### config.mk
export PLATFORM = sky130hd
export DESIGN_NAME = mpw_queue
export DESIGN_NICKNAME = d
export VERILOG_FILES = /design/src/mpw_pkg.sv /design/src/mpw_queue.sv
export SDC_FILE = /design/constraint.sdc
export NUM_CORES = 1
export LEC_CHECK = 0
export ABC_AREA = 1
export ABC_CLOCK_PERIOD_IN_PS = 10300
export BUFFER_PORTS_ARGS = -buffer_cell sky130_fd_sc_hd__buf_2
export CORE_ASPECT_RATIO = 0.8
export CORE_MARGIN = 2
export CORE_UTILIZATION = 40
export CTS_BUF_LIST = sky130_fd_sc_hd__clkbuf_8 sky130_fd_sc_hd__clkbuf_16
export DETAILED_ROUTE_END_ITERATION = 10
export SLEW_MARGIN = 15
export SYNTH_ARGS = -nofsm -noshare
export SYNTH_HDL_FRONTEND = slang
export SYNTH_SLANG_ARGS = --single-unit
### constraint.sdc
create_clock -name clk -period 10.3 [get_ports clk]
set_clock_uncertainty 0.15 [all_clocks]
set_input_delay 2.06 -clock clk [delete_from_list [all_inputs] [get_ports clk]]
set_output_delay 2.06 -clock clk [all_outputs]
set_load 0.02 [all_outputs]
### src/mpw_pkg.sv
// shared types and constants for the masked pixel to world transform
`default_nettype none
package mpw_pkg;

    localparam int unsigned COEF_W      = 32;
    localparam int unsigned DIM_W       = 10;
    localparam int unsigned LEVEL_W     = 8;
    localparam int unsigned SLOT_W      = 4;
    localparam int unsigned NUM_AXES    = 3;
    localparam int unsigned NUM_TERMS   = 3;
    localparam int unsigned NUM_COEF    = NUM_AXES * NUM_TERMS;
    localparam int unsigned MAX_DIM     = 1024;
    localparam int unsigned PROD_W      = COEF_W + DIM_W;
    localparam int unsigned SUM_W       = PROD_W + 2;
    localparam int unsigned QUEUE_DEPTH = 4;

    localparam int unsigned TERM_COL = 0;
    localparam int unsigned TERM_ROW = 1;
    localparam int unsigned TERM_OFF = 2;

    localparam logic OP_LOAD  = 1'b0;
    localparam logic OP_PIXEL = 1'b1;

    localparam logic signed [COEF_W-1:0] POS_MAX = {1'b0, {(COEF_W-1){1'b1}}};
    localparam logic signed [COEF_W-1:0] POS_MIN = {1'b1, {(COEF_W-1){1'b0}}};

    typedef enum logic {
        CMD_LOAD,
        CMD_PIXEL
    } cmd_kind_t;

    typedef struct packed {
        logic                       opcode;
        logic [SLOT_W-1:0]          coef_index;
        logic signed [COEF_W-1:0]   coef_value;
        logic [DIM_W-1:0]           column;
        logic [DIM_W-1:0]           line;
        logic [LEVEL_W-1:0]         intensity;
        logic                       keep;
    } req_t;

    typedef struct packed {
        logic signed [COEF_W-1:0]   pos_x;
        logic signed [COEF_W-1:0]   pos_y;
        logic signed [COEF_W-1:0]   pos_z;
        logic [LEVEL_W-1:0]         level;
        logic signed [COEF_W-1:0]   box_min_x;
        logic signed [COEF_W-1:0]   box_min_y;
        logic signed [COEF_W-1:0]   box_min_z;
        logic signed [COEF_W-1:0]   box_max_x;
        logic signed [COEF_W-1:0]   box_max_y;
        logic signed [COEF_W-1:0]   box_max_z;
    } res_t;

    typedef struct packed {
        cmd_kind_t                  kind;
        logic [SLOT_W-1:0]          slot;
        logic signed [COEF_W-1:0]   value;
        logic [DIM_W-1:0]           column;
        logic [DIM_W-1:0]           line;
        logic [LEVEL_W-1:0]         intensity;
    } cmd_t;

endpackage
`default_nettype wire

### src/mpw_queue.sv
// small command queue between front and back ends
`default_nettype none
module mpw_queue (
    input  wire logic          clk,
    input  wire logic          rst_n,
    input  wire logic          push,
    input  wire mpw_pkg::cmd_t push_cmd,
    output logic               full,
    input  wire logic          pop,
    output logic               empty,
    output mpw_pkg::cmd_t      head_cmd
);
    import mpw_pkg::*;

    localparam int unsigned PTR_W = $clog2(QUEUE_DEPTH);
    localparam int unsigned CNT_W = $clog2(QUEUE_DEPTH + 1);

    cmd_t             entry_reg [QUEUE_DEPTH];
    logic [PTR_W-1:0] wr_ptr_reg;
    logic [PTR_W-1:0] rd_ptr_reg;
    logic [CNT_W-1:0] count_reg;
    logic             do_push;
    logic             do_pop;

    assign full     = (count_reg == CNT_W'(QUEUE_DEPTH));
    assign empty    = (count_reg == '0);
    assign do_push  = push && !full;
    assign do_pop   = pop && !empty;
    assign head_cmd = entry_reg[rd_ptr_reg];

    always_ff @(posedge clk or negedge rst_n)
    begin
        if (!rst_n)
        begin
            wr_ptr_reg <= '0;
            rd_ptr_reg <= '0;
            count_reg  <= '0;
        end
        else
        begin
            if (do_push)
                wr_ptr_reg <= wr_ptr_reg + PTR_W'(1);
            if (do_pop)
                rd_ptr_reg <= rd_ptr_reg + PTR_W'(1);
            if (do_push && !do_pop)
                count_reg <= count_reg + CNT_W'(1);
            else if (do_pop && !do_push)
                count_reg <= count_reg - CNT_W'(1);
        end
    end

    always_ff @(posedge clk)
    begin
        if (do_push)
            entry_reg[wr_ptr_reg] <= push_cmd;
    end

    a_count_bound: assert property (@(posedge clk) disable iff (!rst_n)
        count_reg <= CNT_W'(QUEUE_DEPTH))
        else $error("queue count above depth");

    a_no_push_full: assert property (@(posedge clk) disable iff (!rst_n)
        full && !do_pop |=> $stable(wr_ptr_reg))
        else $error("write pointer moved while full");

endmodule
`default_nettype wire

=== After elaboration in Yosys (flattened, before gate mapping) ===
Memories as Yosys holds them, arrays and structs flattened.
Index checks and enable logic that the tools add are counted.

* Add/sub/neg operators: 4
* Eq/ne operators: 1
* Multiplexer cells: 4
* Reduce and logical (&&, ||, !) cells: 10

{| class="wikitable"
|+ Operators with widths
! kind !! number
|-
| $mux 3 || 2
|-
| $add 2x1->2 const B || 2
|-
| $logic_and 1x1->1 || 4
|-
| $logic_not 1->1 || 4
|-
| $add 3x1->3 const B || 1
|-
| $eq 3x3->1 const B || 1
|-
| $logic_not 3->1 || 1
|-
| $sub 3x1->3 const B || 1
|-
| $mux 1 || 2
|-
| $reduce_bool 2->1 || 1
|}

* Register bits: 7
* Bits in writable memories: 260
* Logic and storage cells: 23
* Memories kept: 1

{| class="wikitable"
|+ Memory list
! name !! depth !! bits a word !! rd ports !! clocked after memory_dff !! wr ports !! line !! RTL
|-
| entry_reg || 4 || 65 || 1 || 0 || 1 || mpw_queue.sv:18 || <nowiki>cmd_t entry_reg [QUEUE_DEPTH];</nowiki>
|}

=== Longest topological paths before layout ===
* Word-level depth: 7
* Mapped depth: 12

=== Worst setup path after synthesis ===
Ideal clock, no wire load.

* Path type: input-to-reg
* From: input push
* To: memory entry_reg[0][0] in the netlist's numbering, enable pin
* Arrival time: 4.922 ns
* Required time: 9.661 ns
* Slack: 4.740 ns
* Stages: 2
* Buffers on the path: 0
* Cell sequence: nand2_1 > nor2_1

* Longest elaborated chain between the ends: 3

{| class="wikitable"
|+ Ends and longest elaborated chain
! element !! line !! RTL
|-
| from (decl) || mpw_queue.sv:6 || <nowiki>input wire logic push,</nowiki>
|-
| $logic_and 1x1->1 || mpw_queue.sv:27 || <nowiki>assign do_push = push && !full;</nowiki>
|-
| $mux 1 || mpw_queue.sv:54 || <nowiki>if (do_push)</nowiki>
|-
| $mux 1 (not written as such) || mpw_queue.sv:55 || <nowiki>entry_reg[wr_ptr_reg] <= push_cmd;</nowiki>
|-
| to (decl) || mpw_queue.sv:18 ||
|}

No other way between the ends.

==> results.md <==
* CTS resizes at 0
* Smallest setup slack after layout at 5.21 ns
* Fill cell count at 2359
* Post-CTS Hold Fix Bufs at 0
* RSZ-0062 raised after global routing: false
* Status: finished clean
* XOR/XNOR Fraction of Synth Area at 0.0820%
* Gate Count Post-Synth at 820
* DR vias/cell at 4.64
* WP data arrival at 2.88 ns
* Synth Cell Area at 10700 µm²
* Initial antenna violation count at 4
* Die Y at 150 µm
* P_sw at 1.36 mW
* Final Cell Area at 12500 µm²
* Multiplexer area fraction after synthesis at 0%
* Reg2reg setup slack at 7.30 ns
* Max FFs per register at 260
* Post-CTS setup buffers at 0
* Routability congestion estimate at 0.699
* Initial Util at 40.7%
* Total grt overflow at 0
* Final Hold Vio Count at 0
* Vias at 6165
* Simple-Gate Fraction of Synth Area at 8.01%
* Area share of the largest cell type after synthesis at 73.1%
* Initial drt markers at 338
* Finished Layout Cells at 1328
* Sequential share of the synthesized area at 74.7%
* Multi-input gate area at 1960 µm²
* Synth Net Count at 895
* First-pass GRT wire length at 31300 µm
* Clk pwr share at 24.6%
* Max frequency at 0.196 GHz
* Routed WL at 20200 µm
* Vias in the first global route at 5688
* VDD IR-drop max at 0.147 mV
* Setup-failing EPs final at 0
* Commonest non-fill, non-tap cell in the layout: edfxtp_1
* DIE AREA at 28000 µm²
* Worst slew margin at 31.0%
* Flop pwr share at 40.2%
* Cts bufs inserted at 27
* CP Capture Point: head_cmd[19]
* Drt first pass iters at 5
* R2r endpoint: entry_reg[3][45]
* Core ar. at 26300 µm²
* Max-Cap Viols at 0
* Syn. warnings at 0
* Row cnt at 53
* Register area at 7980 µm²
* Drc violations at 0
* Max Transition Viols Final at 0
* Avg Synthesized Cell Area at 13.0 µm²
* Final core area utilization at 47.6%
* Worst slack, placed at 5.34 ns
* Internal at 2.32 mW
* Logic pwr share at 35.2%
* CP max stage cell: buf_6
* RR Startpoint: count_reg[0]
* WP data required at 8.09 ns
* Post-synth cell types at 19
* Seq cells post-synth at 267
* Worst R2R Path Depth at 5
* Placed instance count at 1276
* H-tree depth at 1
* Root Buffer: clkbuf_16
* Largest buffer count on any clock path at 3
* Slowest stage delay, CP at 0.68 ns
* Die X at 187 µm
* Minimum clock period at 5.09 ns
* TritonCTS clock tree: done
* Leakage power total at 5.07 nW
* P per Cell Area at 294 nW/µm²
* Area after DPL at 11700 µm²
* Worst-path cell chain: inv_6 -> buf_6 -> nand2_1 -> o211ai_1 -> nand2_1 -> buf_2
* ANT nets after route at 0
* Clock Pin Slew Worst Setup and Hold Paths at 0.06 ns
* Worst min-delay path class: register to register
* I/O Buffers at 135
* Wire per inst at 15.2 µm
* Worst skew pair latency at 0.52 ns
* Most frequent cells in the layout: 260 x edfxtp_1, 213 x nand2_1, 154 x inv_1
* Switching Fraction at 37.0%
* CP dominant cell by count: nand2_1
* Total GRT Usage at 14.4%
* Largest net degree at the start of global routing at 139
* Compound-gate portion of the synthesized area at 9.18%
* Yosys top cell by area: edfxtp_1
* Crit. End Element: output port
* Nets at 1023
* Worst Tran Pin Value at 1.03 ns
* Ports at 136
* Share of cells above drive strength 1 at 18.8%
* Clk sinks at 267
* Worst-path fanout max at 138
* Largest family of logic cells by synthesized area: compound AO/OA/AOI/OAI gates
* Worst setup path start: rd_ptr_reg[0]
* Crit start category: register
* Synthesized-area fraction occupied by adder cells at 0.773%
* Final Cycle Share at 49.5%
* WS Path Type: register to output port
* HPWL Detailed at 10800 µm
* Final setup TNS at 0 ns
* Area contributors post-synth: edfxtp_1 73%, o211ai_1 9.1%, nand2_1 7.5%, inv_1 5.1%, dfrtp_1 1.6%
* Area delta synth->final at 17.1%
==> area by class of cell <==
class                           count  area share (%)
Tap cell                          357            3.57
Antenna cell                        4          0.0800
Clock inverter                     21            1.13
Clock buffer                       27            5.40
Sequential cell                   267            63.8
Inverter                          147            4.45
Multi-Input combinational cell    363            15.7
Timing Repair Buffer              142            5.85
==> per-stage QoR <==
| step | hold slack [ns] | power, mW |
|---|---|---|
| after global placement | 0.335 | 2.81 |
| after floorplan | 0.313 | 2.43 |
| after detailed placement | 0.336 | 2.83 |
| after CTS | 0.348 | 3.74 |
| after global routing | 0.365 | 3.91 |
| final | 0.348 | 3.68 |
==> critical path: cells and delay by family, from the launching register on <==
family | cells | cell delay (ns)
and+or+nand+nor | 2 | 0.22
AOI/OAI and AO/OA | 1 | 0.12
buffers and inverters | 3 | 1.45
DFF | 1 | 0.43
==> cells in the mapped netlist, drive strengths merged <==
cell type    n
inv        147
edfxtp     260
o211ai     130
nand4        1
nand3        7
xnor2        1
clkbuf       6
nor2         4
nand2      213
fa           1
buf         37
ha           5
dfrtp        7
o21ai        1
==> metal layers <==
layer	share of wire (%)	GRT usage, %	up-vias
met5	0.064	0	-
met1	45	19.2	2883
met2	46	23.5	133
met3	7.1	4.17	36
met4	2.0	3.29	2
li1	-	-	3111
==> cells by family (layout without fill, tap and decap cells) <==
kind of cell / count (synthesis) / after routing
adders and majority gates: 6 / 6
DFF: 267 / 267
buffers and inverters: 190 / 337
xor gates and xnor gates: 1 / 1
and+or+nand+nor: 225 / 225
AOI/OAI and AO/OA: 131 / 131
other: 0 / 4
==> worst min path at each step <==
stage	start	end	cells past startpoint
6_report	count_reg[2]	count_reg[2]	2
2_1_floorplan	count_reg[2]	count_reg[2]	2
5_1_grt	count_reg[2]	count_reg[2]	2
3_3_place_gp	count_reg[2]	count_reg[2]	2
4_1_cts	count_reg[2]	count_reg[2]	2
3_5_place_dp	count_reg[2]	count_reg[2]	2
==> power by group through the flow <==
| stage | logic [mW] | registers, mW | clock network [mW] |
|---|---|---|---|
| 2_1_floorplan | 0.917 | 1.51 | 0 |
| 3_3_place_gp | 1.31 | 1.50 | 0 |
| 3_5_place_dp | 1.33 | 1.50 | 0 |
| 4_1_cts | 1.33 | 1.48 | 0.926 |
| 5_1_grt | 1.45 | 1.50 | 0.969 |
| 6_report | 1.29 | 1.48 | 0.903 |
No activity file was read; power rests on OpenSTA's default activity.
